==> src/rtl/rp2y_pkg.sv <==
package rp2y_pkg;

  // pixel component and fixed-point arithmetic widths
  localparam int unsigned PixelWidth = 8;
  localparam int unsigned CoefWidth  = 16;
  localparam int unsigned ProdWidth  = CoefWidth + PixelWidth + 1;
  localparam int unsigned SumWidth   = ProdWidth + 2;
  localparam int unsigned QShift     = 15;
  localparam int unsigned ScaledWidth = SumWidth - QShift;

  typedef logic [PixelWidth-1:0]       pixel_t;
  typedef logic signed [CoefWidth-1:0] coef_t;
  typedef logic signed [ProdWidth-1:0] prod_t;
  typedef logic signed [SumWidth-1:0]  sum_t;
  typedef logic signed [ScaledWidth-1:0] scaled_t;

  // weights of one color conversion row, in Q15
  typedef struct packed {
    coef_t red;
    coef_t green;
    coef_t blue;
  } coef_row_t;

  // bt.601 rows
  localparam coef_row_t LumaRow = '{red: 16'sd9798, green: 16'sd19235, blue: 16'sd3736};
  localparam coef_row_t URow    = '{red: -16'sd5505, green: -16'sd10879, blue: 16'sd16384};
  localparam coef_row_t VRow    = '{red: 16'sd16384, green: -16'sd13730, blue: -16'sd2654};

  // offsets added after scaling
  localparam scaled_t LumaOffset   = scaled_t'(0);
  localparam scaled_t ChromaOffset = scaled_t'(128);

  localparam scaled_t ByteMax = scaled_t'(255);

  // floor shift by 15, add offset, clip to one byte
  function automatic pixel_t to_byte(sum_t s, scaled_t offset);
    scaled_t q;
    q = s[SumWidth-1:QShift] + offset;
    if (q < 0) begin
      return '0;
    end else if (q > ByteMax) begin
      return '1;
    end
    return q[PixelWidth-1:0];
  endfunction

endpackage

==> src/rtl/rp2y_lane.sv <==
module rp2y_lane (
  input  logic               clk_i,
  input  logic               en_i,
  input  rp2y_pkg::pixel_t   red_i,
  input  rp2y_pkg::pixel_t   green_i,
  input  rp2y_pkg::pixel_t   blue_i,
  input  rp2y_pkg::coef_row_t chroma_row_i,
  output rp2y_pkg::sum_t     luma_sum_o,
  output rp2y_pkg::sum_t     chroma_sum_o
);

  logic signed [rp2y_pkg::PixelWidth:0] red_s, green_s, blue_s;

  rp2y_pkg::prod_t y_red_q, y_green_q, y_blue_q;
  rp2y_pkg::prod_t c_red_q, c_green_q, c_blue_q;

  // components as non-negative signed operands
  assign red_s   = $signed({1'b0, red_i});
  assign green_s = $signed({1'b0, green_i});
  assign blue_s  = $signed({1'b0, blue_i});

  // product registers for luma and this lane's chroma row
  always_ff @(posedge clk_i) begin
    if (en_i) begin
      y_red_q   <= rp2y_pkg::LumaRow.red * red_s;
      y_green_q <= rp2y_pkg::LumaRow.green * green_s;
      y_blue_q  <= rp2y_pkg::LumaRow.blue * blue_s;
      c_red_q   <= chroma_row_i.red * red_s;
      c_green_q <= chroma_row_i.green * green_s;
      c_blue_q  <= chroma_row_i.blue * blue_s;
    end
  end

  // weighted sums
  assign luma_sum_o = rp2y_pkg::sum_t'(y_red_q) + rp2y_pkg::sum_t'(y_green_q)
                    + rp2y_pkg::sum_t'(y_blue_q);
  assign chroma_sum_o = rp2y_pkg::sum_t'(c_red_q) + rp2y_pkg::sum_t'(c_green_q)
                      + rp2y_pkg::sum_t'(c_blue_q);

endmodule

==> src/rtl/rp2y_merge.sv <==
module rp2y_merge (
  input  logic             clk_i,
  input  logic             en_i,
  input  rp2y_pkg::sum_t   luma_first_sum_i,
  input  rp2y_pkg::sum_t   chroma_blue_sum_i,
  input  rp2y_pkg::sum_t   luma_second_sum_i,
  input  rp2y_pkg::sum_t   chroma_red_sum_i,
  input  logic             line_end_i,
  output rp2y_pkg::pixel_t luma_first_o,
  output rp2y_pkg::pixel_t chroma_blue_o,
  output rp2y_pkg::pixel_t luma_second_o,
  output rp2y_pkg::pixel_t chroma_red_o,
  output logic             line_end_o
);

  rp2y_pkg::pixel_t luma_first_q, chroma_blue_q, luma_second_q, chroma_red_q;
  logic             line_end_q;

  // scale, clip and pack one yuyv word
  always_ff @(posedge clk_i) begin
    if (en_i) begin
      luma_first_q  <= rp2y_pkg::to_byte(luma_first_sum_i, rp2y_pkg::LumaOffset);
      chroma_blue_q <= rp2y_pkg::to_byte(chroma_blue_sum_i, rp2y_pkg::ChromaOffset);
      luma_second_q <= rp2y_pkg::to_byte(luma_second_sum_i, rp2y_pkg::LumaOffset);
      chroma_red_q  <= rp2y_pkg::to_byte(chroma_red_sum_i, rp2y_pkg::ChromaOffset);
      line_end_q    <= line_end_i;
    end
  end

  assign luma_first_o  = luma_first_q;
  assign chroma_blue_o = chroma_blue_q;
  assign luma_second_o = luma_second_q;
  assign chroma_red_o  = chroma_red_q;
  assign line_end_o    = line_end_q;

endmodule

==> src/rtl/rgb_pair_to_yuyv_unit.sv <==
// rgb pair to yuyv 4:2:2 converter, bt.601 weights in q15
//
// input channel: valid_i / ready_o with one rgb pixel pair per request,
// plus an end-of-line flag that is carried along with the pair.
// output channel: valid_o / ready_i with one yuyv word per request:
// luma of both pixels, u from the first pixel, v from the second.
//
// two lanes, one per pixel, form the products in parallel; a merge stage
// adds, floors, offsets, clips and registers the word.
// an accepted pair is registered in the product stage, then in the output word register, which drives valid_o.
// throughput: one pair per cycle while ready_i is high; each of the two stages holds one request.
//
// reset clears both stage valid flags; no word is pending afterwards.
// when the receiver stalls, the output word holds; the product stage still
// takes one more pair, then ready_o drops until the output word is taken.
module rgb_pair_to_yuyv_unit (
  input  logic             clk_i,
  input  logic             rst_ni,
  input  logic             valid_i,
  output logic             ready_o,
  input  rp2y_pkg::pixel_t blue_first_i,
  input  rp2y_pkg::pixel_t green_first_i,
  input  rp2y_pkg::pixel_t red_first_i,
  input  rp2y_pkg::pixel_t blue_second_i,
  input  rp2y_pkg::pixel_t green_second_i,
  input  rp2y_pkg::pixel_t red_second_i,
  input  logic             line_end_in_i,
  output logic             valid_o,
  input  logic             ready_i,
  output rp2y_pkg::pixel_t luma_first_o,
  output rp2y_pkg::pixel_t chroma_blue_o,
  output rp2y_pkg::pixel_t luma_second_o,
  output rp2y_pkg::pixel_t chroma_red_o,
  output logic             line_end_out_o
);

  logic prod_vld_q, prod_vld_d;
  logic out_vld_q, out_vld_d;
  logic line_end_q;
  logic prod_adv, in_fire;

  rp2y_pkg::sum_t luma_first_sum, chroma_blue_sum, luma_second_sum, chroma_red_sum;

  // stage handshake
  assign prod_adv = !out_vld_q || ready_i;
  assign ready_o  = !prod_vld_q || prod_adv;
  assign in_fire  = valid_i && ready_o;

  always_comb begin
    prod_vld_d = prod_vld_q;
    out_vld_d  = out_vld_q;
    if (ready_o) begin
      prod_vld_d = valid_i;
    end
    if (prod_adv) begin
      out_vld_d = prod_vld_q;
    end
  end

  always_ff @(posedge clk_i or negedge rst_ni) begin
    if (!rst_ni) begin
      prod_vld_q <= 1'b0;
      out_vld_q  <= 1'b0;
    end else begin
      prod_vld_q <= prod_vld_d;
      out_vld_q  <= out_vld_d;
    end
  end

  // end-of-line flag alongside the products
  always_ff @(posedge clk_i) begin
    if (in_fire) begin
      line_end_q <= line_end_in_i;
    end
  end

  // lane for the first pixel: luma and u
  rp2y_lane u_lane_first (
    .clk_i        (clk_i),
    .en_i         (in_fire),
    .red_i        (red_first_i),
    .green_i      (green_first_i),
    .blue_i       (blue_first_i),
    .chroma_row_i (rp2y_pkg::URow),
    .luma_sum_o   (luma_first_sum),
    .chroma_sum_o (chroma_blue_sum)
  );

  // lane for the second pixel: luma and v
  rp2y_lane u_lane_second (
    .clk_i        (clk_i),
    .en_i         (in_fire),
    .red_i        (red_second_i),
    .green_i      (green_second_i),
    .blue_i       (blue_second_i),
    .chroma_row_i (rp2y_pkg::VRow),
    .luma_sum_o   (luma_second_sum),
    .chroma_sum_o (chroma_red_sum)
  );

  // output word register
  rp2y_merge u_merge (
    .clk_i             (clk_i),
    .en_i              (prod_adv && prod_vld_q),
    .luma_first_sum_i  (luma_first_sum),
    .chroma_blue_sum_i (chroma_blue_sum),
    .luma_second_sum_i (luma_second_sum),
    .chroma_red_sum_i  (chroma_red_sum),
    .line_end_i        (line_end_q),
    .luma_first_o      (luma_first_o),
    .chroma_blue_o     (chroma_blue_o),
    .luma_second_o     (luma_second_o),
    .chroma_red_o      (chroma_red_o),
    .line_end_o        (line_end_out_o)
  );

  assign valid_o = out_vld_q;

endmodule
==> config.mk <==
export PLATFORM = sky130hd
export DESIGN_NAME = rgb_pair_to_yuyv_unit
export DESIGN_NICKNAME = d
export VERILOG_FILES = /design/src/rtl/rp2y_pkg.sv /design/src/rtl/rp2y_lane.sv /design/src/rtl/rp2y_merge.sv /design/src/rtl/rgb_pair_to_yuyv_unit.sv
export SDC_FILE = /design/constraint.sdc
export NUM_CORES = 1
export LEC_CHECK = 0
export BUFFER_PORTS_ARGS = -buffer_cell sky130_fd_sc_hd__buf_2
export CAP_MARGIN = 15
export CORE_AREA = 2 2 273 275
export DETAILED_ROUTE_END_ITERATION = 8
export DIE_AREA = 0 0 275 277
export GPL_ROUTABILITY_DRIVEN = 0
export GPL_TIMING_DRIVEN = 0
export HOLD_SLACK_MARGIN = 0.15
export REMOVE_ABC_BUFFERS = 1
export SKIP_LAST_GASP = 1
export SYNTH_ARGS = -nofsm -noshare
export SYNTH_HDL_FRONTEND = slang
export SYNTH_SLANG_ARGS = --single-unit
==> constraint.sdc <==
create_clock -name clk_i -period 17.1 [get_ports clk_i]
set_clock_uncertainty 0.05 [all_clocks]
set_input_delay 1.71 -clock clk_i [delete_from_list [all_inputs] [get_ports clk_i]]
set_output_delay 1.71 -clock clk_i [all_outputs]
set_load 0.02 [all_outputs]
==> key figures, run 1 <==
Layout
  • Fill cell count: around 7000
  • Leading cell type in the layout, fill and taps excluded: ha_1
  • Share of layout cells above drive strength 1: 0.0642
  • Area Overhead vs Synth: 9.75%
  • Final net count: between 3000 and 4000
  • Post-layout util: 0.435
  • Most frequent cells in the layout: 598 x ha_1, 464 x inv_1, 272 x fa_1
  • ANT cells: 0

Logic synthesis
  • Post-synth cell types: between 70 and 80
  • Share of the synthesized area in the top cell type: 0.263
  • Area leader, netlist: edfxtp_1
  • Gate Count Post-Synth: 2644
  • Synth area leaders: edfxtp_1 26%, ha_1 26%, fa_1 19%
  • Avg Inst Size Synth: approximately 11 um2
  • Register area share after synthesis: 0.265
  • Count of state elements after synthesis: 257
  • Number of synthesized flops with an enable pin: 255
  • Cell Area, Synth: just under 30000 um2
  • Post-synth ARST share: 0.00778
  • Main synth FF type: edfxtp_1
  • Synth warnings: 0

Pwr
  • Leakage: approximately 0.015 uW
  • P per Cell Area: roughly 210 nW/um2
  • Worst vdd ir: 0.289 mV

Floorplanning
  • Core area: roughly 74000 um2
  • Initial Utilization: 0.396
  • Die ar.: roughly 76000 um2
  • Row Count: 100
  • Chip width: around 280 um
  • I/O pin total: 88
  • Die Ht: approximately 280 um

Worst setup path
  • Crit path max fanout: 8
  • Crit-path cells: buf_2, fa_1, inv_1, fa_1, inv_1, ha_1, inv_1, fa_1, inv_1, ha_1, nor2b_1, o21ai_1, a21oi_1, o41ai_2, o21ai_1, o41a_1, a211oi_1, a21oi_1, xnor2_1
  • CP Capture Type: register
  • CP startpoint kind: input port
  • CP Data Arrival Time: just under 7 ns
  • CP max stage cell: fa_1
  • Most frequent CP cell: inv_1
  • WP data required: 17.33 ns
  • CP max stage delay: 0.71 ns
  • WS Path Type: input port to register

Clocking
  • CTS resizes: 0
  • Hold buffers post-CTS: 0
  • Clock Path Buffers: 3
  • Latest clock arrival within the worst-skew pair: 0.55 ns
  • Clock sink total: approximately 260
  • Num CTS Buffers: 34
  • CTS tree: done
  • Htree depth: 2
  • Clock transition at path regs: 0.06 ns
  • CTS root buffer: clkbuf_16
  • Post-CTS setup buffer count: 0

GRT
  • Grt total ovfl: 0
  • Initial antenna violation count: 0
  • Vias in the first global route: slightly above 20000
  • Pin count of the biggest net entering global routing: 64
  • GRT Util Overall: 0.172
  • Global-route wire length before repair: about 110000 um

Timing
  • Max transition margin: 0.333
  • RSZ-0062 raised after global routing: false
  • Final hold vios: 0
  • Slew Limit Fails: 0
  • Fin crit period: around 6.7 ns
  • Final Setup Violations: 0
  • Period utilisation layout: 0.390
  • Setup TNS: 0 ns
  • Fmax: about 0.15 GHz
  • Actual slew at the worst max-slew pin: between 0.9 and 1 ns

Routing
  • Routed WL: 63400 um
  • DR iter-0 viols: about 960
  • Residual DRC count: 0
  • Vias: ~19000
  • DRT Pass-1 Iters: 5
  • Number of routed nets with antenna violations: 0
  • Wirelength per Cell: between 15 and 20 um
  • DR vias/cell: 5.12

Placement
  • Post-DP HPWL: between 50000 and 60000 um
  • IO Port Bufs: between 80 and 90

Outcome
  • Outcome: finished, final reports clean

Worst hold path
  • Hold crit path type: register to register

Job
  • Max cap viols: 0
## sequential cells by signal, summed over array words and instances (netlist names), 17 cells and up
signal                   cells
u_lane_second.y_red_q       21
u_lane_second.c_green_q     21
u_lane_first.y_red_q        19
u_lane_second.c_blue_q      20
u_lane_first.y_green_q      22
u_lane_second.y_blue_q      17
u_lane_first.c_green_q      24
u_lane_first.y_blue_q       17
u_lane_second.y_green_q     23
u_lane_first.c_red_q        23
## cell usage after synthesis, types with 5 or more instances
cell type,n
a211o_1,5
nand3_1,32
and2_1,12
a31oi_1,27
a2111oi_0,9
o21a_1,24
edfxtp_1,255
ha_1,598
nand3b_1,8
o21ai_1,16
or2_2,14
or3_1,18
nand2_1,64
o31ai_1,9
xnor2_1,144
a21oi_1,131
o211ai_1,12
o41ai_1,8
inv_1,464
a221oi_1,8
a21o_1,31
a211oi_1,26
and3_1,13
xor2_1,46
o21bai_1,22
a31o_2,6
nand4_1,6
nand2b_1,32
fa_1,272
o21ai_0,47
nor2_1,113
nor2b_1,26
nor3_1,62
o311ai_0,5
## worst max-delay path, delay by kind of cell
family | cells | cell delay, ns
compound gates | 7 | 1.75
buf+inv | 5 | 0.60
simple gates | 1 | 0.15
fa+ha+maj | 5 | 2.20
xor+xnor | 1 | 0.47
## power breakdown
group / total (uW) / internal, uW / switching, uW / leakage (uW)
registers: 1270 / 1150 / 122 / 0.00246
clock network: 723 / 423 / 301 / 0.000548
logic: 4630 / 1950 / 2680 / 0.0120
total: 6630 / 3530 / 3100 / 0.0150
## stage by stage
step                      total power [uW]  setup slack [ns]  hold slack [ns]  instance area (um2)  instances
after detailed placement              5880              9.88            0.368                30800       3696
after floorplan                       4740              9.38            0.350                29100       2637
after global placement                5720              7.31            0.362                30700       3693
final                                 6630             10.44            0.376                32000       3758
after CTS                             6660             10.44            0.382                32000       3758
after global routing                  7320             10.14            0.381                32000       3758
## routing by layer
metal  vias up  GRT usage  share of wire
met3        87     0.0161          0.028
met1      9393      0.223           0.46
met4         0     0.0474          0.025
li1       9464          -              -
met5         -          0              0
met2       306      0.303           0.49
## kinds of logic (layout without fill, tap and decap cells)
| logic type | after synthesis | count (layout) | share of synthesized area |
|---|---|---|---|
| mux | 3 | 3 | 0.00107 |
| fa+ha+maj | 871 | 871 | 0.444 |
| xor+xnor | 190 | 190 | 0.0571 |
| flops | 257 | 257 | 0.265 |
| simple gates | 420 | 420 | 0.0727 |
| buf+inv | 471 | 616 | 0.0607 |
| compound gates | 432 | 432 | 0.0996 |
## final timing paths
kind | from | end | slack, ns | depth (start not counted)
worst max-delay path | red_first_i[0] | u_lane_first.c_red_q[22]$_DFFE_PP_ | 10.44 | 19
worst min-delay path | line_end_q$_DFFE_PP_ | u_merge.line_end_o$_DFFE_PP_ | 0.38 | 0
worst max register to register | u_lane_first.c_green_q[5]$_DFFE_PP_ | u_merge.chroma_blue_o[7]$_DFFE_PP_ | 10.99 | 22
worst min register to register | line_end_q$_DFFE_PP_ | u_merge.line_end_o$_DFFE_PP_ | 0.38 | 0
max in group asynchronous | rst_ni | prod_vld_q$_DFFE_PN0N_ | 16.01 | 1
min in group asynchronous | rst_ni | valid_o$_DFFE_PN0P_ | 0.89 | 1
## area by class of cell
type | instances | area [um2] | area share
clock buffers | 38 | 866 | 0.0271
clock inverters | 24 | 274 | 0.00857
inverters | 464 | 1740 | 0.0545
multi-input cells | 1916 | 19700 | 0.615
flip-flops and latches | 257 | 7710 | 0.241
well taps | 969 | 1210 | 0.0379
repair buffers | 90 | 510 | 0.0160
Power figures use the tool's default switching activity.
==> run 2: changes to the inputs <==
Clock period 17.1 ns to 5.7 ns, I/O delays scaled along.
==> run 2 against run 1 <==
  * Largest power group unchanged
  * Critical path depth is 4 higher
  * Routed wire length grew 0.11%
  * Final area is 0.35% higher
  * Via count is 0.13% higher
  * Non-clock buffer count increased by 6
  * Die area did not move
  * First-iteration DRC count decreased by 1.4%
  * Sequential share of layout area down 0.085 points
  * Global-route usage about the same
  * Highest routed layer unchanged
  * Register-to-register slack worse by 11 ns
==> key figures, run 2 (synthesis gave the netlist of run 1 again) <==
Floorplanning
  • Core area: 73600 um2
  • Die ar.: between 70000 and 80000 um2
  • Die Ht: between 200 and 300 um
  • I/O pin total: 88
  • Initial Utilization: 0.396
  • Row Count: 100
  • Chip width: about 280 um

Worst setup path
  • Reg-to-Reg Start: u_lane_first.c_green_q[5]$_DFFE_PP_
  • R2r endpoint: u_merge.chroma_blue_o[0]$_DFFE_PP_
  • Crit path max fanout: 8
  • Register-to-register setup slack: 0.17 ns
  • CP Data Arrival Time: approximately 5.7 ns
  • Reg2Reg Depth: 23
  • WS Path Type: register to register
  • CP startpoint kind: register
  • WP data required: slightly below 6 ns
  • CP Capture Type: register

Worst hold path
  • HP Start: blue_first_i[3]
  • Hold endpoint: u_lane_first.c_blue_q[17]$_DFFE_PP_
  • Hold crit path type: input port to register
  • WHS Path Cells: 1

Timing
  • Setup TNS: 0 ns
  • Final Setup Violations: 0
  • Post-route setup slack: between 0.15 and 0.2 ns
  • Max transition margin: 0.337
  • Final hold slack: between 0.2 and 0.25 ns
  • Fin crit period: ~5.5 ns
  • Slew Limit Fails: 0
  • Period utilisation layout: 0.970
  • Final hold vios: 0
  • Fmax: 0.181 GHz
  • Actual slew at the worst max-slew pin: ~0.98 ns

Routing
  • DRT Pass-1 Iters: 6
  • Number of routed nets with antenna violations: 0
  • WL met2: around 31000 um
  • Wirelength per Cell: between 15 and 20 um
  • Wire length on met3: approximately 1600 um
  • DR iter-0 viols: between 900 and 1000
  • Routed WL: 63500 um
  • Vias: 19300
  • Residual DRC count: 0
  • Top sig layer: met4
  • Wire length on met1: 29000 um
  • DR vias/cell: between 5 and 6

Placement
  • IO Port Bufs: slightly below 90
  • Place WS: -0.382 ns
  • Post-DP HPWL: between 50000 and 60000 um

Layout
  • Post-layout util: 0.436
  • Share of layout cells above drive strength 1: 0.0680
  • Final net count: 3692
  • Largest register FFs: 24
  • Area Overhead vs Synth: 10.1%
  • Most frequent cells in the layout: 597 x ha_1, 464 x inv_1, 272 x fa_1
  • Biggest register: u_lane_first.c_green_q
  • Leading cell type in the layout, fill and taps excluded: ha_1
  • ANT cells: 0
  • Leading registers by flop count: u_lane_first.c_green_q: 24 flops, u_lane_first.c_red_q: 23 flops, u_lane_second.y_green_q: 23 flops

Clocking
  • CTS tree: done
  • Htree depth: 2
  • Clock sink total: approximately 260
  • Clock Path Buffers: 3
  • Num CTS Buffers: 34
  • Clock transition at path regs: ~0.060 ns
  • Latest clock arrival within the worst-skew pair: 0.55 ns
  • CTS root buffer: clkbuf_16

Job
  • Max cap viols: 0

Pwr
  • P per Cell Area: between 600 and 700 nW/um2
  • Leakage: about 0.015 uW
  • Worst vdd ir: roughly 0.87 mV

GRT
  • Grt total ovfl: 0
  • Pin count of the biggest net entering global routing: 64
  • Vias in the first global route: just over 20000
  • GRT Util Overall: 0.172
  • Global-route wire length before repair: between 100000 and 150000 um
  • Initial antenna violation count: 0

Outcome
  • Outcome: finished, final reports clean
## run 2: repair_timing
action | in CTS | in global routing
setup endpoints to repair | 8 | 9
resized for setup | 3 | 9
buffers inserted | 1 | 2
hold buffers | 3 | 0
hold endpoints to repair | 4 | 0
pin swaps | 1 | 3
## run 2: routing by layer
metal / global-route usage / vias up
li1: - / 9485
met1: 0.223 / 9398
met2: 0.304 / 301
met3: 0.0160 / 91
met4: 0.0475 / 0
met5: 0 / -
## run 2: worst max-delay path by stage
stage | start | to | slack [ns]
after floorplan | ready_i | line_end_q$_DFFE_PP_ | -0.88
after global placement | ready_i | u_lane_first.c_red_q[5]$_DFFE_PP_ | -2.95
after detailed placement | red_first_i[0] | u_lane_first.c_red_q[22]$_DFFE_PP_ | -0.38
after CTS | u_lane_first.c_green_q[5]$_DFFE_PP_ | u_merge.chroma_blue_o[0]$_DFFE_PP_ | 0.04
after global routing | u_lane_first.c_green_q[5]$_DFFE_PP_ | u_merge.chroma_blue_o[7]$_DFFE_PP_ | -0.05
final | u_lane_first.c_green_q[5]$_DFFE_PP_ | u_merge.chroma_blue_o[0]$_DFFE_PP_ | 0.17
## run 2: cell type report
type                       instances  area (um2)
clock buffer                      38         866
clock inverter                    24         274
fill                            6972       41500
inverter                         464        1740
multi-input combinational       1916       19700
sequential                       257        7710
tap                              969        1210
timing repair buffer              96         563
## run 2: per-stage QoR
step / area, um2 / total power (uW) / instances
after floorplan: 29100 / 14200 / 2637
after global placement: 30700 / 17200 / 3693
after detailed placement: 30800 / 17700 / 3696
after CTS: 32000 / 20100 / 3762
after global routing: 32100 / 22200 / 3764
final: 32100 / 20100 / 3764
## run 2: where the power goes
part | leakage (uW) | switching (uW) | internal [uW]
Combinational | 0.0120 | 8120 | 6000
Sequential | 0.00246 | 367 | 3460
Clock | 0.000548 | 900 | 1270
Total | 0.0150 | 9380 | 10700
## run 2: critical path: stages, from the launching register on
cell,delay [ns]
edfxtp_1,0.40
ha_1,0.37
a2111oi_2,0.38
nand2_1,0.17
o21ai_2,0.18
a41oi_1,0.21
a21o_1,0.26
a221o_1,0.35
a21o_1,0.24
a21oi_2,0.21
xnor2_2,0.14
ha_4,0.32
nand2_1,0.07
or3_1,0.40
o21ai_4,0.19
o21ai_1,0.09
xnor2_1,0.19
ha_1,0.20
inv_1,0.07
a31oi_1,0.20
o22ai_1,0.14
o21bai_2,0.15
buf_4,0.16
a31oi_1,0.11
